===== src/rtl/core/cfgl_pkg.sv =====
`timescale 1ns / 1ps
`default_nettype none

package cfgl_pkg;

  // Pixel arithmetic: wide enough for every intermediate, wraps to 12 bits on output
  typedef logic signed [13:0] pix_t;

  localparam int unsigned CFG_IDX_W  = 3;
  localparam int unsigned CFG_DATA_W = 11;
  localparam int unsigned STEP_W     = 5;

  // Register indexes
  typedef enum logic [CFG_IDX_W-1:0] {
    REG_SCREEN_WIDTH  = 3'd0,
    REG_SCREEN_HEIGHT = 3'd1,
    REG_TWELVE_HOUR   = 3'd2,
    REG_LARGE_WIDTH   = 3'd3,
    REG_LARGE_HEIGHT  = 3'd4,
    REG_LARGE_DESCENT = 3'd5,
    REG_SMALL_WIDTH   = 3'd6,
    REG_SMALL_HEIGHT  = 3'd7
  } reg_e;

  // Glyph sets and special glyph codes
  localparam logic [1:0] SET_SMALL  = 2'd0;
  localparam logic [1:0] SET_LARGE  = 2'd1;
  localparam logic [1:0] SET_LETTER = 2'd2;
  localparam logic [3:0] IDX_COLON  = 4'd10;
  localparam logic [3:0] IDX_SLASH  = 4'd11;
  localparam logic [3:0] IDX_A      = 4'd0;
  localparam logic [3:0] IDX_P      = 4'd1;
  localparam logic [3:0] IDX_M      = 4'd2;

  // Layout spacings
  localparam pix_t SMALL_SPACING  = 14'sd3;
  localparam pix_t LARGE_SPACING  = 14'sd6;
  localparam pix_t ROW_SPACING    = 14'sd40;
  localparam pix_t MARKER_SPACING = 14'sd18;
  localparam int   DATE_GLYPHS    = 10;

  // Divide by ten: x * 52429 >> 19 is exact for any 16-bit x
  localparam logic [16:0] DIV10_RECIP = 17'd52429;
  localparam int unsigned DIV10_SHIFT = 19;

  // Datapath operation of a microcode step
  typedef enum logic [2:0] {
    OP_WAIT = 3'd0,
    OP_LAY1 = 3'd1,
    OP_LAY2 = 3'd2,
    OP_LAY3 = 3'd3,
    OP_LAY4 = 3'd4,
    OP_EMIT = 3'd5
  } op_e;

  // Glyph index source
  typedef enum logic [3:0] {
    SRC_Y3    = 4'd0,
    SRC_Y2    = 4'd1,
    SRC_Y1    = 4'd2,
    SRC_Y0    = 4'd3,
    SRC_SLASH = 4'd4,
    SRC_MO1   = 4'd5,
    SRC_MO0   = 4'd6,
    SRC_DA1   = 4'd7,
    SRC_DA0   = 4'd8,
    SRC_HR1   = 4'd9,
    SRC_HR0   = 4'd10,
    SRC_COLON = 4'd11,
    SRC_MI1   = 4'd12,
    SRC_MI0   = 4'd13,
    SRC_AP    = 4'd14,
    SRC_LM    = 4'd15
  } src_e;

  typedef enum logic [1:0] {
    Y_ZERO = 2'd0,
    Y_TOP  = 2'd1,
    Y_TIME = 2'd2,
    Y_MARK = 2'd3
  } ysel_e;

  typedef enum logic [2:0] {
    X_HOLD      = 3'd0,
    X_ADD_SMALL = 3'd1,
    X_LOAD_TIME = 3'd2,
    X_ADD_LARGE = 3'd3,
    X_LOAD_MARK = 3'd4,
    X_ADD_MARK  = 3'd5
  } xact_e;

  typedef enum logic [2:0] {
    J_NEXT      = 3'd0,
    J_START     = 3'd1,
    J_ALWAYS    = 3'd2,
    J_SKIP_LEAD = 3'd3,
    J_IF_24     = 3'd4
  } jcond_e;

  // One control word
  typedef struct packed {
    op_e               op;
    logic              glyph;
    logic [1:0]        gset;
    src_e              src;
    ysel_e             ysel;
    xact_e             xact;
    logic              last;
    logic              last24;
    jcond_e            jc;
    logic [STEP_W-1:0] jt;
  } ucw_t;

  localparam logic [STEP_W-1:0] ADDR_WAIT  = 5'd0;
  localparam logic [STEP_W-1:0] ADDR_HR0   = 5'd16;
  localparam logic [STEP_W-1:0] ADDR_EMPTY = 5'd22;

  function automatic ucw_t mk_f(op_e op, logic glyph, logic [1:0] gset, src_e src,
                                ysel_e ysel, xact_e xact, logic last, logic last24,
                                jcond_e jc, logic [STEP_W-1:0] jt);
    ucw_t w;
    w.op     = op;
    w.glyph  = glyph;
    w.gset   = gset;
    w.src    = src;
    w.ysel   = ysel;
    w.xact   = xact;
    w.last   = last;
    w.last24 = last24;
    w.jc     = jc;
    w.jt     = jt;
    return w;
  endfunction

  // Microprogram: four layout steps, ten date glyphs, time digits, marker
  function automatic ucw_t ucode_f(logic [STEP_W-1:0] addr);
    ucw_t w;
    w = mk_f(OP_WAIT, 1'b0, SET_SMALL, SRC_Y3, Y_ZERO, X_HOLD, 1'b0, 1'b0, J_ALWAYS,
             ADDR_WAIT);
    case (addr)
      5'd0:  w = mk_f(OP_WAIT, 1'b0, SET_SMALL, SRC_Y3, Y_ZERO, X_HOLD, 1'b0, 1'b0,
                      J_START, ADDR_EMPTY);
      5'd1:  w = mk_f(OP_LAY1, 1'b0, SET_SMALL, SRC_Y3, Y_ZERO, X_HOLD, 1'b0, 1'b0,
                      J_NEXT, ADDR_WAIT);
      5'd2:  w = mk_f(OP_LAY2, 1'b0, SET_SMALL, SRC_Y3, Y_ZERO, X_HOLD, 1'b0, 1'b0,
                      J_NEXT, ADDR_WAIT);
      5'd3:  w = mk_f(OP_LAY3, 1'b0, SET_SMALL, SRC_Y3, Y_ZERO, X_HOLD, 1'b0, 1'b0,
                      J_NEXT, ADDR_WAIT);
      5'd4:  w = mk_f(OP_LAY4, 1'b0, SET_SMALL, SRC_Y3, Y_ZERO, X_HOLD, 1'b0, 1'b0,
                      J_NEXT, ADDR_WAIT);
      5'd5:  w = mk_f(OP_EMIT, 1'b1, SET_SMALL, SRC_Y3, Y_TOP, X_ADD_SMALL, 1'b0, 1'b0,
                      J_NEXT, ADDR_WAIT);
      5'd6:  w = mk_f(OP_EMIT, 1'b1, SET_SMALL, SRC_Y2, Y_TOP, X_ADD_SMALL, 1'b0, 1'b0,
                      J_NEXT, ADDR_WAIT);
      5'd7:  w = mk_f(OP_EMIT, 1'b1, SET_SMALL, SRC_Y1, Y_TOP, X_ADD_SMALL, 1'b0, 1'b0,
                      J_NEXT, ADDR_WAIT);
      5'd8:  w = mk_f(OP_EMIT, 1'b1, SET_SMALL, SRC_Y0, Y_TOP, X_ADD_SMALL, 1'b0, 1'b0,
                      J_NEXT, ADDR_WAIT);
      5'd9:  w = mk_f(OP_EMIT, 1'b1, SET_SMALL, SRC_SLASH, Y_TOP, X_ADD_SMALL, 1'b0, 1'b0,
                      J_NEXT, ADDR_WAIT);
      5'd10: w = mk_f(OP_EMIT, 1'b1, SET_SMALL, SRC_MO1, Y_TOP, X_ADD_SMALL, 1'b0, 1'b0,
                      J_NEXT, ADDR_WAIT);
      5'd11: w = mk_f(OP_EMIT, 1'b1, SET_SMALL, SRC_MO0, Y_TOP, X_ADD_SMALL, 1'b0, 1'b0,
                      J_NEXT, ADDR_WAIT);
      5'd12: w = mk_f(OP_EMIT, 1'b1, SET_SMALL, SRC_SLASH, Y_TOP, X_ADD_SMALL, 1'b0, 1'b0,
                      J_NEXT, ADDR_WAIT);
      5'd13: w = mk_f(OP_EMIT, 1'b1, SET_SMALL, SRC_DA1, Y_TOP, X_ADD_SMALL, 1'b0, 1'b0,
                      J_NEXT, ADDR_WAIT);
      5'd14: w = mk_f(OP_EMIT, 1'b1, SET_SMALL, SRC_DA0, Y_TOP, X_LOAD_TIME, 1'b0, 1'b0,
                      J_SKIP_LEAD, ADDR_HR0);
      5'd15: w = mk_f(OP_EMIT, 1'b1, SET_LARGE, SRC_HR1, Y_TIME, X_ADD_LARGE, 1'b0, 1'b0,
                      J_NEXT, ADDR_WAIT);
      5'd16: w = mk_f(OP_EMIT, 1'b1, SET_LARGE, SRC_HR0, Y_TIME, X_ADD_LARGE, 1'b0, 1'b0,
                      J_NEXT, ADDR_WAIT);
      5'd17: w = mk_f(OP_EMIT, 1'b1, SET_LARGE, SRC_COLON, Y_TIME, X_ADD_LARGE, 1'b0, 1'b0,
                      J_NEXT, ADDR_WAIT);
      5'd18: w = mk_f(OP_EMIT, 1'b1, SET_LARGE, SRC_MI1, Y_TIME, X_ADD_LARGE, 1'b0, 1'b0,
                      J_NEXT, ADDR_WAIT);
      5'd19: w = mk_f(OP_EMIT, 1'b1, SET_LARGE, SRC_MI0, Y_TIME, X_LOAD_MARK, 1'b0, 1'b1,
                      J_IF_24, ADDR_WAIT);
      5'd20: w = mk_f(OP_EMIT, 1'b1, SET_LETTER, SRC_AP, Y_MARK, X_ADD_MARK, 1'b0, 1'b0,
                      J_NEXT, ADDR_WAIT);
      5'd21: w = mk_f(OP_EMIT, 1'b1, SET_LETTER, SRC_LM, Y_MARK, X_HOLD, 1'b1, 1'b0,
                      J_ALWAYS, ADDR_WAIT);
      5'd22: w = mk_f(OP_EMIT, 1'b0, SET_SMALL, SRC_Y3, Y_ZERO, X_HOLD, 1'b1, 1'b0,
                      J_ALWAYS, ADDR_WAIT);
      default: w = mk_f(OP_WAIT, 1'b0, SET_SMALL, SRC_Y3, Y_ZERO, X_HOLD, 1'b0, 1'b0,
                        J_ALWAYS, ADDR_WAIT);
    endcase
    return w;
  endfunction

  // Tens and ones of a value below 64, by a compare chain
  function automatic logic [7:0] tens_ones_f(logic [5:0] v);
    logic [3:0] t;
    logic [5:0] o;
    if (v >= 6'd60) begin
      t = 4'd6;
    end else if (v >= 6'd50) begin
      t = 4'd5;
    end else if (v >= 6'd40) begin
      t = 4'd4;
    end else if (v >= 6'd30) begin
      t = 4'd3;
    end else if (v >= 6'd20) begin
      t = 4'd2;
    end else if (v >= 6'd10) begin
      t = 4'd1;
    end else begin
      t = 4'd0;
    end
    o = v - (({2'b0, t} << 3) + ({2'b0, t} << 1));
    return {t, o[3:0]};
  endfunction

  function automatic pix_t ext8_f(logic [7:0] v);
    return pix_t'({6'b0, v});
  endfunction

  function automatic pix_t ext11_f(logic [10:0] v);
    return pix_t'({3'b0, v});
  endfunction

  // Halve, truncating toward zero
  function automatic pix_t half_f(pix_t v);
    pix_t t;
    t = v + pix_t'({13'b0, v[13]});
    return t >>> 1;
  endfunction

endpackage

`default_nettype wire


===== src/rtl/core/clock_face_glyph_layout.sv =====
`timescale 1ns / 1ps
`default_nettype none

// An accepted item runs layout steps LAY1 to LAY4, then its first emit step loads the
//   output register; an invalid time goes straight to the step that loads the empty result.
// No new item is accepted until the last result of an item is loaded; four layout steps,
//   then one microcode step per glyph, each held while the output register is full.
// Reset: asynchronous, active low; config, step and valid registers reset, sequencer idle.
module clock_face_glyph_layout #(
  parameter int AMPM_GLYPH_WIDTH   = 40,
  parameter int AMPM_GLYPH_HEIGHT  = 48,
  parameter int AMPM_GLYPH_DESCENT = 0
) (
  input  wire logic                               clk_i,
  input  wire logic                               rst_ni,
  // Configuration write channel
  input  wire logic                               cfg_valid_i,
  output logic                                    cfg_ready_o,
  input  wire logic [cfgl_pkg::CFG_IDX_W-1:0]     cfg_index_i,
  input  wire logic [cfgl_pkg::CFG_DATA_W-1:0]    cfg_data_i,
  // Input stream
  input  wire logic                               s_axis_tvalid,
  output logic                                    s_axis_tready,
  // year[13:0], month[17:14], day[22:18], hour[27:23], minute[33:28], zero[39:34]
  input  wire logic [39:0]                        s_axis_tdata,
  // time_valid[0]
  input  wire logic                               s_axis_tuser,
  // Output stream
  output logic                                    m_axis_tvalid,
  input  wire logic                               m_axis_tready,
  // glyph_index[3:0], pos_x[15:4], pos_y[27:16], zero[31:28]
  output logic [31:0]                             m_axis_tdata,
  // has_glyph[0], glyph_set[2:1]
  output logic [2:0]                              m_axis_tuser,
  // last_glyph
  output logic                                    m_axis_tlast
);
  import cfgl_pkg::*;

  localparam pix_t MARK_SPAN = pix_t'(2 * AMPM_GLYPH_WIDTH + 3);
  localparam pix_t MARK_STEP = pix_t'(AMPM_GLYPH_WIDTH + 3);
  localparam pix_t MARK_RISE = pix_t'(AMPM_GLYPH_HEIGHT - AMPM_GLYPH_DESCENT);

  // Configuration registers
  logic [10:0] sw_q, sh_q;
  logic        twelve_q;
  logic [7:0]  lw_q, lh_q, ld_q, gw_q, gh_q;

  always_ff @(posedge clk_i or negedge rst_ni) begin
    if (!rst_ni) begin
      sw_q     <= 11'd800;
      sh_q     <= 11'd480;
      twelve_q <= 1'b0;
      lw_q     <= 8'd96;
      lh_q     <= 8'd160;
      ld_q     <= 8'd14;
      gw_q     <= 8'd32;
      gh_q     <= 8'd56;
    end else if (cfg_valid_i) begin
      case (cfg_index_i)
        REG_SCREEN_WIDTH:  sw_q     <= cfg_data_i;
        REG_SCREEN_HEIGHT: sh_q     <= cfg_data_i;
        REG_TWELVE_HOUR:   twelve_q <= cfg_data_i[0];
        REG_LARGE_WIDTH:   lw_q     <= cfg_data_i[7:0];
        REG_LARGE_HEIGHT:  lh_q     <= cfg_data_i[7:0];
        REG_LARGE_DESCENT: ld_q     <= cfg_data_i[7:0];
        REG_SMALL_WIDTH:   gw_q     <= cfg_data_i[7:0];
        REG_SMALL_HEIGHT:  gh_q     <= cfg_data_i[7:0];
        default: ;
      endcase
    end
  end

  assign cfg_ready_o = 1'b1;

  // Sequencer
  logic [STEP_W-1:0] step_q, step_d;
  ucw_t              cw;
  logic              in_xfer, out_free, go, do_emit;

  assign cw            = ucode_f(step_q);
  assign s_axis_tready = (cw.op == OP_WAIT);
  assign in_xfer       = s_axis_tvalid && s_axis_tready;
  assign out_free      = !m_axis_tvalid || m_axis_tready;
  assign go            = (cw.op == OP_EMIT) ? out_free : 1'b1;
  assign do_emit       = (cw.op == OP_EMIT) && out_free;

  // Input unpacking and small digit splits
  logic [13:0] in_year;
  logic [3:0]  in_month;
  logic [4:0]  in_day, in_hour, hr12;
  logic [5:0]  in_minute;
  logic [4:0]  hr_disp;
  logic        skip_in;

  assign in_year   = s_axis_tdata[13:0];
  assign in_month  = s_axis_tdata[17:14];
  assign in_day    = s_axis_tdata[22:18];
  assign in_hour   = s_axis_tdata[27:23];
  assign in_minute = s_axis_tdata[33:28];

  // Twelve-hour reduction: midnight and noon show as 12
  always_comb begin
    if (in_hour >= 5'd24) begin
      hr12 = in_hour - 5'd24;
    end else if (in_hour >= 5'd12) begin
      hr12 = in_hour - 5'd12;
    end else begin
      hr12 = in_hour;
    end
    if (hr12 == 5'd0) begin
      hr12 = 5'd12;
    end
    hr_disp = twelve_q ? hr12 : in_hour;
    skip_in = twelve_q && (hr12 < 5'd10);
  end

  logic [7:0] mo_q, da_q, hr_q, mi_q;
  logic       skip_q, am_q;

  always_ff @(posedge clk_i) begin
    if (in_xfer) begin
      mo_q   <= tens_ones_f({2'b0, in_month});
      da_q   <= tens_ones_f({1'b0, in_day});
      hr_q   <= tens_ones_f({1'b0, hr_disp});
      mi_q   <= tens_ones_f(in_minute);
      skip_q <= skip_in;
      am_q   <= (in_hour < 5'd12);
    end
  end

  // Year digits
  logic [15:0] year_dig;

  cfgl_div10 u_div10 (
    .clk_i    (clk_i),
    .load_i   (in_xfer),
    .step_i   ((cw.op == OP_LAY1) || (cw.op == OP_LAY2) ||
               (cw.op == OP_LAY3) || (cw.op == OP_LAY4)),
    .year_i   (in_year),
    .digits_o (year_dig)
  );

  // Layout datapath, one stage of arithmetic per step
  pix_t ra_q, rb_q, rd_q, dw_q, top_q, time_q, tx_q, mx_q, my_q, x_q;

  always_ff @(posedge clk_i) begin
    case (cw.op)
      OP_LAY1: begin
        ra_q <= ext11_f(sh_q) - (ext8_f(gh_q) + ext8_f(lh_q) + ROW_SPACING);
        rb_q <= ext11_f(sw_q) - (ext8_f(gw_q) * pix_t'(DATE_GLYPHS) +
                                 pix_t'(DATE_GLYPHS - 1) * SMALL_SPACING);
        dw_q <= skip_q ? (ext8_f(lw_q) <<< 2) + pix_t'(3) * LARGE_SPACING
                       : (ext8_f(lw_q) <<< 2) + ext8_f(lw_q) + pix_t'(4) * LARGE_SPACING;
      end
      OP_LAY2: begin
        top_q <= half_f(ra_q);
        rd_q  <= twelve_q ? ext11_f(sw_q) - (dw_q + MARKER_SPACING + MARK_SPAN)
                          : ext11_f(sw_q) - dw_q;
      end
      OP_LAY3: begin
        time_q <= top_q + ext8_f(gh_q) + ROW_SPACING;
        tx_q   <= half_f(rd_q);
      end
      OP_LAY4: begin
        my_q <= am_q ? time_q
                     : time_q + ext8_f(lh_q) - ext8_f(ld_q) - MARK_RISE;
        mx_q <= tx_q + dw_q + MARKER_SPACING;
      end
      default: ;
    endcase
  end

  // Cursor: date start, then stepped or reloaded by each glyph
  always_ff @(posedge clk_i) begin
    if (cw.op == OP_LAY2) begin
      x_q <= half_f(rb_q);
    end else if (do_emit) begin
      case (cw.xact)
        X_ADD_SMALL: x_q <= x_q + ext8_f(gw_q) + SMALL_SPACING;
        X_LOAD_TIME: x_q <= tx_q;
        X_ADD_LARGE: x_q <= x_q + ext8_f(lw_q) + LARGE_SPACING;
        X_LOAD_MARK: x_q <= mx_q;
        X_ADD_MARK:  x_q <= x_q + MARK_STEP;
        default:     x_q <= x_q;
      endcase
    end
  end

  // Glyph index and row selection
  logic [3:0] idx_sel;
  pix_t       y_sel;

  always_comb begin
    case (cw.src)
      SRC_Y3:    idx_sel = year_dig[15:12];
      SRC_Y2:    idx_sel = year_dig[11:8];
      SRC_Y1:    idx_sel = year_dig[7:4];
      SRC_Y0:    idx_sel = year_dig[3:0];
      SRC_SLASH: idx_sel = IDX_SLASH;
      SRC_MO1:   idx_sel = mo_q[7:4];
      SRC_MO0:   idx_sel = mo_q[3:0];
      SRC_DA1:   idx_sel = da_q[7:4];
      SRC_DA0:   idx_sel = da_q[3:0];
      SRC_HR1:   idx_sel = hr_q[7:4];
      SRC_HR0:   idx_sel = hr_q[3:0];
      SRC_COLON: idx_sel = IDX_COLON;
      SRC_MI1:   idx_sel = mi_q[7:4];
      SRC_MI0:   idx_sel = mi_q[3:0];
      SRC_AP:    idx_sel = am_q ? IDX_A : IDX_P;
      SRC_LM:    idx_sel = IDX_M;
      default:   idx_sel = IDX_M;
    endcase
    case (cw.ysel)
      Y_TOP:   y_sel = top_q;
      Y_TIME:  y_sel = time_q;
      Y_MARK:  y_sel = my_q;
      default: y_sel = '0;
    endcase
  end

  // Output register
  logic        m_valid_q;
  logic        has_q, last_q;
  logic [1:0]  set_q;
  logic [3:0]  idx_q;
  logic [11:0] px_q, py_q;

  always_ff @(posedge clk_i or negedge rst_ni) begin
    if (!rst_ni) begin
      m_valid_q <= 1'b0;
    end else if (do_emit) begin
      m_valid_q <= 1'b1;
    end else if (m_axis_tready) begin
      m_valid_q <= 1'b0;
    end
  end

  always_ff @(posedge clk_i) begin
    if (do_emit) begin
      has_q  <= cw.glyph;
      set_q  <= cw.glyph ? cw.gset : SET_SMALL;
      idx_q  <= cw.glyph ? idx_sel : 4'd0;
      px_q   <= cw.glyph ? x_q[11:0] : 12'd0;
      py_q   <= y_sel[11:0];
      last_q <= cw.last || (cw.last24 && !twelve_q);
    end
  end

  assign m_axis_tvalid = m_valid_q;
  assign m_axis_tdata  = {4'b0, py_q, px_q, idx_q};
  assign m_axis_tuser  = {set_q, has_q};
  assign m_axis_tlast  = last_q;

  // Step counter and jumps
  always_comb begin
    step_d = step_q;
    case (cw.jc)
      J_START: begin
        if (in_xfer) begin
          step_d = s_axis_tuser ? step_q + 5'd1 : cw.jt;
        end
      end
      J_NEXT: begin
        if (go) begin
          step_d = step_q + 5'd1;
        end
      end
      J_ALWAYS: begin
        if (go) begin
          step_d = cw.jt;
        end
      end
      J_SKIP_LEAD: begin
        if (go) begin
          step_d = skip_q ? cw.jt : step_q + 5'd1;
        end
      end
      J_IF_24: begin
        if (go) begin
          step_d = !twelve_q ? cw.jt : step_q + 5'd1;
        end
      end
      default: step_d = ADDR_WAIT;
    endcase
  end

  always_ff @(posedge clk_i or negedge rst_ni) begin
    if (!rst_ni) begin
      step_q <= ADDR_WAIT;
    end else begin
      step_q <= step_d;
    end
  end

  // An accepted item starts either the layout steps or the empty result
  assert property (@(posedge clk_i) disable iff (!rst_ni)
    in_xfer |=> (step_q == 5'd1) || (step_q == ADDR_EMPTY))
    else $error("sequencer did not start an accepted item");

  // A result is never loaded over one that the sink has not taken
  assert property (@(posedge clk_i) disable iff (!rst_ni)
    do_emit |-> (!m_valid_q || m_axis_tready))
    else $error("output register overwritten");

  // Loading the final result of an item returns the sequencer to idle
  assert property (@(posedge clk_i) disable iff (!rst_ni)
    (do_emit && (cw.last || (cw.last24 && !twelve_q))) |=> step_q == ADDR_WAIT)
    else $error("sequencer busy after final result");

  // An item without a valid time always takes the empty result
  assert property (@(posedge clk_i) disable iff (!rst_ni)
    (in_xfer && !s_axis_tuser) |=> !cw.glyph && cw.last)
    else $error("invalid time did not take the empty path");

endmodule

`default_nettype wire


===== src/rtl/core/cfgl_div10.sv =====
`timescale 1ns / 1ps
`default_nettype none

// Year digit unit: one divide by ten per step, remainders shifted in from the top,
// so after four steps the thousands digit sits in the top nibble.
module cfgl_div10 (
  input  wire logic        clk_i,
  input  wire logic        load_i,
  input  wire logic        step_i,
  input  wire logic [13:0] year_i,
  output logic      [15:0] digits_o
);
  import cfgl_pkg::*;

  logic [13:0] rem_q;
  logic [15:0] dig_q;
  logic [30:0] prod;
  logic [10:0] quot;
  logic [13:0] back;
  logic [13:0] diff;

  // Reciprocal multiply, then remainder by subtracting ten times the quotient
  always_comb begin
    prod = 31'(rem_q) * 31'(DIV10_RECIP);
    quot = prod[DIV10_SHIFT +: 11];
    back = ({3'b0, quot} << 3) + ({3'b0, quot} << 1);
    diff = rem_q - back;
  end

  always_ff @(posedge clk_i) begin
    if (load_i) begin
      rem_q <= year_i;
    end else if (step_i) begin
      rem_q <= {3'b0, quot};
      dig_q <= {diff[3:0], dig_q[15:4]};
    end
  end

  assign digits_o = dig_q;

endmodule

`default_nettype wire

===== config.mk =====
export PLATFORM = sky130hd
export DESIGN_NAME = clock_face_glyph_layout
export DESIGN_NICKNAME = d
export VERILOG_FILES = /design/src/rtl/core/cfgl_pkg.sv /design/src/rtl/core/clock_face_glyph_layout.sv /design/src/rtl/core/cfgl_div10.sv
export SDC_FILE = /design/constraint.sdc
export NUM_CORES = 1
export LEC_CHECK = 0
export BUFFER_PORTS_ARGS = -buffer_cell sky130_fd_sc_hd__buf_4
export CAP_MARGIN = 30
export CELL_PAD_IN_SITES_DETAIL_PLACEMENT = 0
export CELL_PAD_IN_SITES_GLOBAL_PLACEMENT = 1
export CORE_ASPECT_RATIO = 1.1
export CORE_MARGIN = 4
export CORE_UTILIZATION = 29
export CTS_CLUSTER_SIZE = 40
export DETAILED_ROUTE_END_ITERATION = 10
export HOLD_SLACK_MARGIN = 0.06
export PLACE_DENSITY = 0.5
export SLEW_MARGIN = 20
export SYNTH_ARGS = -nofsm -noshare
export SYNTH_HDL_FRONTEND = slang
export SYNTH_HIERARCHICAL = 1
export SYNTH_SLANG_ARGS = --single-unit
export TNS_END_PERCENT = 10

===== constraint.sdc =====
create_clock -name clk_i -period 6.35 [get_ports clk_i]
set_input_delay 0.3175 -clock clk_i [delete_from_list [all_inputs] [get_ports clk_i]]
set_output_delay 0.3175 -clock clk_i [all_outputs]
set_load 0.01 [all_outputs]

Yosys cells after proc, flatten, opt, wreduce, memory -nomap -nowiden
Memory sizes are Yosys's and may differ from the RTL's. Cells that the tools add are included.

Input port bits: 60. Memory bits (writable): 0. Memory bits (read-only): 736. Memories kept: 1. Register bits: 296. Latch bits: 0. Logic and storage cells: 228.

Memories: (name not given) (words 32, bits a word 23, read ports 1, clocked after memory_dff 0, wr ports 0, line cfgl_pkg.sv:140) `case (addr)`.

Bitwise gates (word level): 1. Shift operators: 0. Reduce and logical (&&, ||, !) cells: 31. $lt $le $gt $ge: 24. $add $sub $neg: 40. Equality and inequality tests: 44. $mul: 2. Divide/modulo/power cells: 0. Muxes and demuxes: 51.

Operators with widths (count): $mux W14 (5); $pmux W14 S5 (1); $pmux W4 S16 (1); $mux W5 (12); $ge A5 B6 Y1 const B (6); $pmux W12 S3 (1); $eq A4 B4 Y1 const B (8); $mul A14 B16 Y30 const B (1); $mux W3 (10); $add A14 B2 Y14 (2); $add A14 B6 Y14 const B (2); $add A14 B9 Y14 (2); $sub A12 B14 Y14 (2); $eq A3 B3 Y1 const B (9); $ge A5 B5 Y1 const B (5); $pmux W5 S5 (1); $add A12 B9 Y12 (2); $eq A3 B2 Y1 const B (8); $mux W12 (2); $add A4 B4 Y4 (5); $reduce_and A2 Y1 (10); $sub A4 B4 Y4 (5); $ge A6 B6 Y1 const B (3); $eq A4 B3 Y1 const B (4); other kinds (46) (86).

Longest topological paths before layout
Gate-level depths: netlist of the first run.

Depth after elaboration: 16. Mapped depth: 22. Mapped depth without buffers: 22.

Modules after synthesis
The synthesis of the first run kept the hierarchy.

Modules (own cells, without submodules): clock_face_glyph_layout (area each 17958.5 um2, sequential area each 7184.4 um2, cells an instance 1735, times used 1); cfgl_div10 (area each 4722.0 um2, sequential area each 900.9 um2, cells an instance 441, times used 1).

Least setup slack after synthesis of the first run
Ideal clock, no wire load.

Path kind: register to register. Start: register u_div10.rem_q[12]. End: register u_div10.dig_q[15], in the netlist u_div10/digits_o[15], data pin. Buffers on the path: 0. Setup time: 0.264 ns. Required time: 6.086 ns. Stages on the path, launching flop included: 22. Clock period less this slack: 5.664 ns. Arrival: 5.400 ns. Path slack: 0.686 ns. Cells stage by stage: edfxtp_1 > inv_1 > ha_1 > inv_1 > fa_1 > inv_1 > fa_1 > fa_1 > inv_1 > fa_1 > inv_1 > fa_1 > inv_1 > ha_1 > nand3_2 > o32a_1 > o2111ai_1 > xor2_1 > ha_1 > xor2_1 > xnor3_1 > xnor2_1.

Cells in the longest elaborated chain, start to end: 3.

RTL lines: start, declared (line cfgl_div10.sv:15) `logic [13:0] rem_q;`; start signal, assigned (line cfgl_div10.sv:32) `rem_q <= year_i;`; start signal, assigned (line cfgl_div10.sv:34) `rem_q <= {3'b0, quot};`; $mul A14 B16 Y30 (line cfgl_div10.sv:24) `prod = 31'(rem_q) * 31'(DIV10_RECIP);`; $add A4 B4 Y4 (line cfgl_div10.sv:26) `back = ({3'b0, quot} << 3) + ({3'b0, quot} << 1);`; $sub A4 B4 Y4 (line cfgl_div10.sv:27) `diff = rem_q - back;`; named net u_div10.diff[3] (line cfgl_div10.sv:20) `logic [13:0] diff;`; end signal, assigned (line cfgl_div10.sv:35) `dig_q <= {diff[3:0], dig_q[15:4]};`; end, declared (line cfgl_div10.sv:16) `logic [15:0] dig_q;`.

The timed path passes the listed nets, and every way through them passes these cells. A chain may end at the register's enable or synchronous reset.

Worst setup path in the final report of the first run
Start: register u_div10.rem_q[13]. End: register u_div10.dig_q[15], in the netlist u_div10/digits_o[15], data pin.

The elaborated chain is that of the path after synthesis.

==> out/results.tsv, run 1 <==
stage	metric	value	unit
timing	Worst-Margin Slew	0.945	ns
clocking	Bufs on Longest Clock Path	3	
timing	fin crit share	95.0	%
logic_synthesis	fraction of registers with async set or reset after synthesis	24.6	%
global_routing	initial antenna violation count	2	
place	# port buffers	87	
worst_setup_path	CP cell instances	ha_1, inv_1, fa_1, inv_1, fa_1, fa_1, inv_1, fa_1, inv_1, fa_1, inv_1, ha_1, nand3_2, o32a_1, o2111ai_2, buf_4, xor2_2, ha_1, xor2_1, xnor3_1, xnor2_1	
worst_setup_path	RR Endpoint	u_div10/digits_o[15]$_DFFE_PP_	
place	GPL Wtd Cong	0.817	
global_routing	total track usage	15.1	%
worst_setup_path	CP max stage cell	fa_1	
drt	final WL	62.2	mm
worst_setup_path	Setup CP Type	register to register	
timing	max-slew violation count	0	
global_routing	pin count of the biggest net entering global routing	51	
timing	final setup violation count	0	
floorplan	row cnt	107	
floorplan	Initial Util	29.3	%
place	dpl cells	3267	
global_routing	gr ovfl total	0	
cells_and_area	fin cells	3351	
drt	initial DRC count	758	
global_routing	first-pass GRT wire length	97.0	mm
timing	Worst Skew	0.0385	ns
drt	Post-route DRC	0	
logic_synthesis	number of synthesized flops with an enable pin	211	
timing	RSZ-0062 raised after global routing	no	
drt	routed len/inst	18.6	um
worst_hold_path	worst min path class	primary input to register	
clocking	Skew-Pair Late Insertion Delay	0.58	ns
logic_synthesis	Synth cell types	101	
worst_setup_path	Critical Path Sink	u_div10/digits_o[15]$_DFFE_PP_	
logic_synthesis	Syn Area/Cell	10.4	um2
clocking	CTS tree	done	
clocking	Root Buffer	clkbuf_16	
floorplan	Core ar.	77500	um2
logic_synthesis	Synth area leaders	edfxtp_1, ha_1, fa_1	
timing	fmax	166	MHz
floorplan	die area	82800	um2
worst_setup_path	crit path max fanout	4	
clocking	Num CTS Buffers	38	
floorplan	die width	275	um
logic_synthesis	area share of the largest cell type after synthesis	27.9	%
worst_setup_path	critical path arrival	6.33	ns
logic_synthesis	Most used DFF post-synth	edfxtp_1	
logic_synthesis	sequential share of the synthesized area	35.6	%
worst_setup_path	Largest stage delay, worst path	0.60	ns
logic_synthesis	cell taking the most area after synthesis	edfxtp_1	
timing	Tmin final	6.03	ns
worst_setup_path	startpoint types	register	
cells_and_area	synthesis-to-layout area growth	14.3	%
drt	vias	16000	
worst_setup_path	Crit path required time	6.65	ns
logic_synthesis	Post-Syn Area	22700	um2
job	max cap viols	0	
logic_synthesis	#FFs+latches synth	280	
cells_and_area	layout cell share with drive strength beyond 1	12.2	%
place	post-DP HPWL	49.1	mm
global_routing	number of global-route vias before repair	16700	
drt	TritonRoute pass-1 iters	5	
timing	hold slack	0.104	ns
logic_synthesis	Post-Synthesis Cells	2176	
run_status	status	complete, no violations	
logic_synthesis	warnings from Yosys	6	
worst_setup_path	CP Launch Point	u_div10/rem_q[13]$_SDFFCE_PN0P_	
cells_and_area	Filler cells	7930	
drt	Vias per Instance	4.77	
timing	worst rel slew slack	37.0	%
timing	Hold Vio Cnt, Final	0	
clocking	Worst-path clk slew	0.06	ns
timing	Setup TNS	0	ns
clocking	H-Tree Level Count	2	
clocking	Num Clock Sinks	280	
worst_setup_path	Critical Path End Type	register	
worst_setup_path	R2R setup slack	0.32	ns
worst_setup_path	FF-to-FF path depth	21	
worst_setup_path	Crit Reg-Reg Startpoint	u_div10/rem_q[13]$_SDFFCE_PN0P_	
cells_and_area	nets	2748	
drt	Antenna Violating Nets Remaining	0	
floorplan	top-level port count	99	
floorplan	die height	301	um
## cells in the final DEF (no fill, tap or decap), types with 7 or more instances in the layout
master	n
a21oi_1	113
clkbuf_16	39
nor2b_1	26
o21ai_0	125
buf_4	112
and3_1	20
a211o_1	7
nand3_1	43
a221oi_1	10
a21o_1	25
dfstp_2	18
dlygate4sd3_1	11
ha_1	320
inv_1	277
nand2b_1	20
mux2i_1	20
nand2_1	128
o211ai_1	9
nand4_1	7
mux2_2	47
xor2_1	61
dfrtp_1	51
o21bai_1	15
fa_1	83
a211oi_1	15
xnor2_1	86
o21a_1	22
and2_1	28
nor2_1	94
a31oi_1	16
or3_1	10
o21ai_1	11
clkinv_2	8
edfxtp_1	211
nor3_1	34
## cell usage after synthesis (7+ instances only)
library cell / count
buf_2: 11
xnor2_1: 86
nand4_1: 7
nand2_1: 128
a211o_1: 7
nor2_1: 96
and2_1: 28
nand3_1: 43
o21ai_1: 9
dfrtp_1: 51
or3_1: 10
inv_1: 277
a221oi_1: 10
a31oi_1: 16
a21o_1: 25
a211oi_1: 16
mux2_2: 47
o211ai_1: 9
o21a_1: 22
nand2b_1: 20
mux2i_1: 20
a21oi_1: 115
and3_1: 20
o21ai_0: 127
buf_6: 9
dfstp_2: 18
buf_4: 9
edfxtp_1: 211
xor2_1: 62
nor3_1: 35
clkbuf_1: 28
o21bai_1: 15
ha_1: 320
nor2b_1: 27
fa_1: 83
## state kept, by name, summed over array words and instances (netlist names), 11 cells and up
signal	cells
px_q	12
rd_q	14
sh_q	11
py_q	12
ra_q	12
top_q	12
tx_q	12
dw_q	11
my_q	12
time_q	12
rb_q	14
x_q	12
u_div10/rem_q	14
u_div10/digits_o	16
sw_q	11
mx_q	12
## critical path: cells and delay by family, from the launching register on
kind | cells | cell delay [ns]
AOI/OAI and AO/OA | 2 | 0.60
xor gates and xnor gates | 4 | 0.72
adders and majority gates | 8 | 3.45
buffers and inverters | 6 | 0.47
DFF | 1 | 0.43
and+or+nand+nor | 1 | 0.10
## layer usage
layer | global-route usage (%) | up-vias | routed length [um]
met5 | 0 | - | 0
met4 | 4.28 | 0 | 1760
met3 | 1.90 | 75 | 2040
met2 | 25.9 | 240 | 29700
met1 | 20.0 | 7713 | 28700
li1 | - | 7948 | -
## final cells by class
class / instances / area (um2) / area share (%)
Antenna cell: 1 / 2.50 / 0.00965
Tap cell: 1035 / 1290 / 4.99
Multi-Input combinational cell: 1564 / 13300 / 51.2
Clock buffer: 47 / 1030 / 3.96
Inverter: 277 / 1040 / 4.01
Sequential cell: 280 / 8090 / 31.2
Clock inverter: 23 / 216 / 0.835
Timing Repair Buffer: 124 / 978 / 3.77
## worst min path at each step
| stage | from | to | slack (ns) | cells past startpoint |
|---|---|---|---|---|
| 3_3_place_gp | rst_ni | sw_q[2]$_DFFE_PN0P_ | 0.24 | 1 |
| 5_1_grt | s_axis_tdata[17] | mo_q[4]$_DFFE_PP_ | 0.09 | 2 |
| 2_1_floorplan | rst_ni | gh_q[0]$_DFFE_PN0P_ | 0.02 | 0 |
| 3_5_place_dp | rst_ni | sw_q[2]$_DFFE_PN0P_ | 0.24 | 1 |
| 6_report | s_axis_tdata[1] | u_div10/rem_q[1]$_DFFE_PP_ | 0.10 | 2 |
| 4_1_cts | s_axis_tdata[1] | u_div10/rem_q[1]$_DFFE_PP_ | 0.07 | 2 |
## through the flow
stage	setup WS [ns]	cell area, um2	utilization, %
floorplan	0.686	22700	-
global placement	0.255	24500	31.6
detailed placement	0.167	24500	31.7
CTS	0.146	25900	33.4
global route	0.0146	25900	33.4
finish	0.318	25900	33.5
## logic make-up (layout without fill, tap and decap cells)
kind of cell / Yosys count / after routing / synth area share (%)
other cells: 2 / 6 / 0.0331
flops: 280 / 280 / 35.6
mux: 68 / 68 / 3.27
xor+xnor: 149 / 149 / 5.81
buf+inv: 335 / 471 / 6.05
simple gates: 472 / 472 / 10.6
fa+ha+maj: 404 / 404 / 25.0
compound gates: 466 / 466 / 13.6
## timing repair
action | CTS | global route
hold endpoints to repair | 29 | 0
setup buffers | 0 | 1
hold buffers | 11 | 0
endpoints found under the setup margin | 0 | 1
gates resized for setup | 0 | 4
Power of run 1 is not shown: default switching activity piles up to over one toggle a cycle in this logic, so the estimate is an artifact.
==> run 2: changes to the inputs <==
--- a/config.mk
+++ b/config.mk
@@ -15,7 +15,7 @@
 export CTS_CLUSTER_SIZE = 40
 export DETAILED_ROUTE_END_ITERATION = 10
 export HOLD_SLACK_MARGIN = 0.06
-export PLACE_DENSITY = 0.5
+export PLACE_DENSITY = 0.52
 export SLEW_MARGIN = 20
 export SYNTH_ARGS = -nofsm -noshare
 export SYNTH_HDL_FRONTEND = slang
==> constraint.sdc (replaced) <==
create_clock -name clk_i -period 5.38 [get_ports clk_i]
set_input_delay 0.269 -clock clk_i [delete_from_list [all_inputs] [get_ports clk_i]]
set_output_delay 0.269 -clock clk_i [all_outputs]
set_load 0.01 [all_outputs]
==> run 2 against run 1 <==
- the flow now finishes with violations (setup timing)
- die area did not move
- design area rose by 2.5%
- register-to-register slack got worse by 0.61 ns
- first-iteration DRC count fell by 0.92%
- clock-buffer cell count fell by 4
- global-route usage barely moved
- sequential share of layout area fell by 0.75 points
- fmax rose by 6.3%
- clock skew fell by 0.0091 ns
- setup slack got worse by 0.61 ns
- critical path type unchanged
- largest cell class unchanged
==> out/results.tsv, run 2 (synthesized netlist as in run 1, its figures left out) <==
stage	metric	value	unit	change
timing	final setup violation count	9		+9
place	post-DP HPWL	49.9	mm	+1.5%
timing	worst rel slew slack	37.4	%	+0.44 points
cells_and_area	number of flip-flops in the largest register	16		unchanged
worst_setup_path	Setup CP Type	register to register		
floorplan	die area	82800	um2	unchanged
worst_setup_path	startpoint types	register		
global_routing	grt met2 use	26.7	%	+0.77 points
floorplan	die width	275	um	unchanged
clocking	Skew-Pair Late Insertion Delay	0.57	ns	about the same
cells_and_area	synthesis-to-layout area growth	17.2	%	
drt	Vias per Instance	4.80		+0.74%
floorplan	top-level port count	99		unchanged
worst_setup_path	crit-path most repeated cell	fa_1		
cells_and_area	fin cells	3409		+1.7%
run_status	status	finished with violations		
worst_setup_path	critical path arrival	5.97	ns	-0.36 ns
global_routing	busiest layer in global routing	met2		
cells_and_area	FF/Latch Area	8090	um2	unchanged
drt	Antenna Violating Nets Remaining	0		unchanged
place	dpl cells	3314		+1.4%
timing	RSZ-0062 raised after global routing	yes		
run_status	failing checks	setup timing		
cells_and_area	area of the multi-input gates	13400	um2	+1.1%
global_routing	initial antenna violation count	2		unchanged
drt	final WL	62.8	mm	+0.91%
drt	routed len/inst	18.4	um	-0.80%
floorplan	die height	301	um	unchanged
timing	max-slew violation count	0		unchanged
worst_setup_path	crit path max fanout	4		unchanged
worst_setup_path	Crit Reg-Reg Startpoint	u_div10/rem_q[12]$_SDFFCE_PN0P_		
place	# port buffers	87		unchanged
timing	Hold Vio Cnt, Final	0		unchanged
cells_and_area	commonest non-fill, non-tap cell in the layout	ha_1		
worst_setup_path	Critical Path End Type	register		
worst_setup_path	FF-to-FF path depth	21		unchanged
global_routing	pin count of the biggest net entering global routing	62		+22%
worst_setup_path	CP max stage cell	fa_1		
worst_setup_path	delay-heaviest family, CP	adder cells		
clocking	Worst-path clk slew	0.06	ns	about the same
cells_and_area	layout cell share with drive strength beyond 1	14.7	%	+2.5 points
floorplan	Core ar.	77500	um2	unchanged
place	placed cell area	25000	um2	+1.7%
global_routing	met1 Use GR	19.9	%	-0.082 points
worst_setup_path	Crit path required time	5.67	ns	-0.98 ns
timing	Worst Skew	0.0294	ns	-0.00907 ns
cells_and_area	Filler cells	7843		-1.1%
worst_setup_path	CP cell instances	inv_1, ha_1, inv_2, fa_1, inv_2, fa_1, fa_1, inv_1, fa_1, inv_1, fa_2, inv_2, ha_4, nand3_4, o32a_1, o2111ai_2, xor2_1, ha_2, xor2_1, xnor3_1, xnor2_1		
cells_and_area	final instance area	26600	um2	+2.5%
worst_setup_path	Largest stage delay, worst path	0.52	ns	-0.08 ns
clocking	Num Clock Sinks	280		unchanged
timing	Tmin final	5.68	ns	-0.355 ns
clocking	Root Buffer	clkbuf_16		
timing	fmax	176	MHz	+6.3%
worst_setup_path	Levels on crit path	21		unchanged
worst_setup_path	R2R setup slack	-0.30	ns	-0.61 ns
worst_setup_path	RR Endpoint	u_div10/digits_o[15]$_DFFE_PP_		
drt	Post-route DRC	0		unchanged
drt	vias	16400		+2.5%
timing	fin crit share	106	%	+11 points
worst_hold_path	worst min path class	primary input to async pin		
floorplan	row cnt	107		unchanged
floorplan	Initial Util	29.3	%	unchanged
cells_and_area	Util after Layout	34.3	%	+0.83 points
worst_setup_path	WP buf/inv	6		unchanged
clocking	CTS tree	done		
global_routing	gr ovfl total	0		unchanged
drt	TritonRoute pass-1 iters	5		unchanged
global_routing	first-pass GRT wire length	97.8	mm	+0.90%
cells_and_area	nets	2811		+2.3%
clocking	H-Tree Level Count	2		unchanged
job	max cap viols	0		unchanged
timing	final worst slack	-0.297	ns	-0.615 ns
place	GPL Wtd Cong	0.820		+0.39%
global_routing	total track usage	15.1	%	+0.042 points
timing	Setup TNS	-1.33	ns	-1.33 ns
cells_and_area	commonest cells after routing, fill and taps aside	ha_1, inv_1, edfxtp_1, buf_4, nand2_1		
clocking	Bufs on Longest Clock Path	3		unchanged
cells_and_area	ANT cells	0		-1
global_routing	met3 Use GR	1.88	%	-0.024 points
clocking	Num CTS Buffers	36		-5.3%
timing	Worst-Margin Slew	0.939	ns	-0.00666 ns
drt	initial DRC count	751		-0.92%
global_routing	number of global-route vias before repair	17000		+2.1%
==> run 2: cell types whose count changed in the layout (fill, tap and decap cells not counted), sizes merged <==
cell	before	now
clkinv	14	12
bufinv	3	5
clkbuf	47	44
clkinvlp	4	2
diode	1	0
dlygate4sd3	11	24
buf	113	164
==> run 2: final cells by class <==
| type | count | share of cell area (%) |
|---|---|---|
| repair buffers | 189 | 5.73 |
| flip-flops and latches | 280 | 30.4 |
| clock buffers | 43 | 3.49 |
| well taps | 1035 | 4.87 |
| inverters | 277 | 3.91 |
| multi-input cells | 1564 | 50.6 |
| clock inverters | 21 | 1.00 |
==> run 2: per-layer routing <==
metal	up-vias	wire length, um
met5	-	13
met4	2	1210
met1	7987	28900
met3	59	2180
met2	260	30500
li1	8065	-
==> run 2: metrics by stage <==
step | setup WS, ns | hold WS, ns
final | -0.297 | 0.0801
after floorplan | -0.0365 | -0.0266
after detailed placement | -0.298 | 0.118
after global placement | -0.267 | 0.115
after CTS | -0.290 | 0.0620
after global routing | -0.526 | 0.0755
==> run 2: how the worst max path moves through the flow <==
stage,startpoint,end,slack [ns]
after global placement,u_div10/rem_q[9]$_DFFE_PP_,u_div10/digits_o[15]$_DFFE_PP_,-0.27
final,u_div10/rem_q[12]$_SDFFCE_PN0P_,u_div10/digits_o[15]$_DFFE_PP_,-0.30
after detailed placement,u_div10/rem_q[9]$_DFFE_PP_,u_div10/digits_o[15]$_DFFE_PP_,-0.30
after CTS,u_div10/rem_q[12]$_SDFFCE_PN0P_,u_div10/digits_o[15]$_DFFE_PP_,-0.29
after global routing,u_div10/rem_q[12]$_SDFFCE_PN0P_,u_div10/digits_o[15]$_DFFE_PP_,-0.53
after floorplan,u_div10/rem_q[8]$_DFFE_PP_,u_div10/digits_o[15]$_DFFE_PP_,-0.04
==> run 2: what timing repair did <==
| action | 4_1_cts | 5_1_grt |
|---|---|---|
| endpoints found under the setup margin | 11 | 13 |
| setup buffers | 2 | 2 |
| hold buffers | 24 | 0 |
| resized for setup | 8 | 9 |
| pin swaps | 3 | 2 |
| endpoints found under the hold margin | 38 | 0 |
Power of run 2 is left out for the same reason.
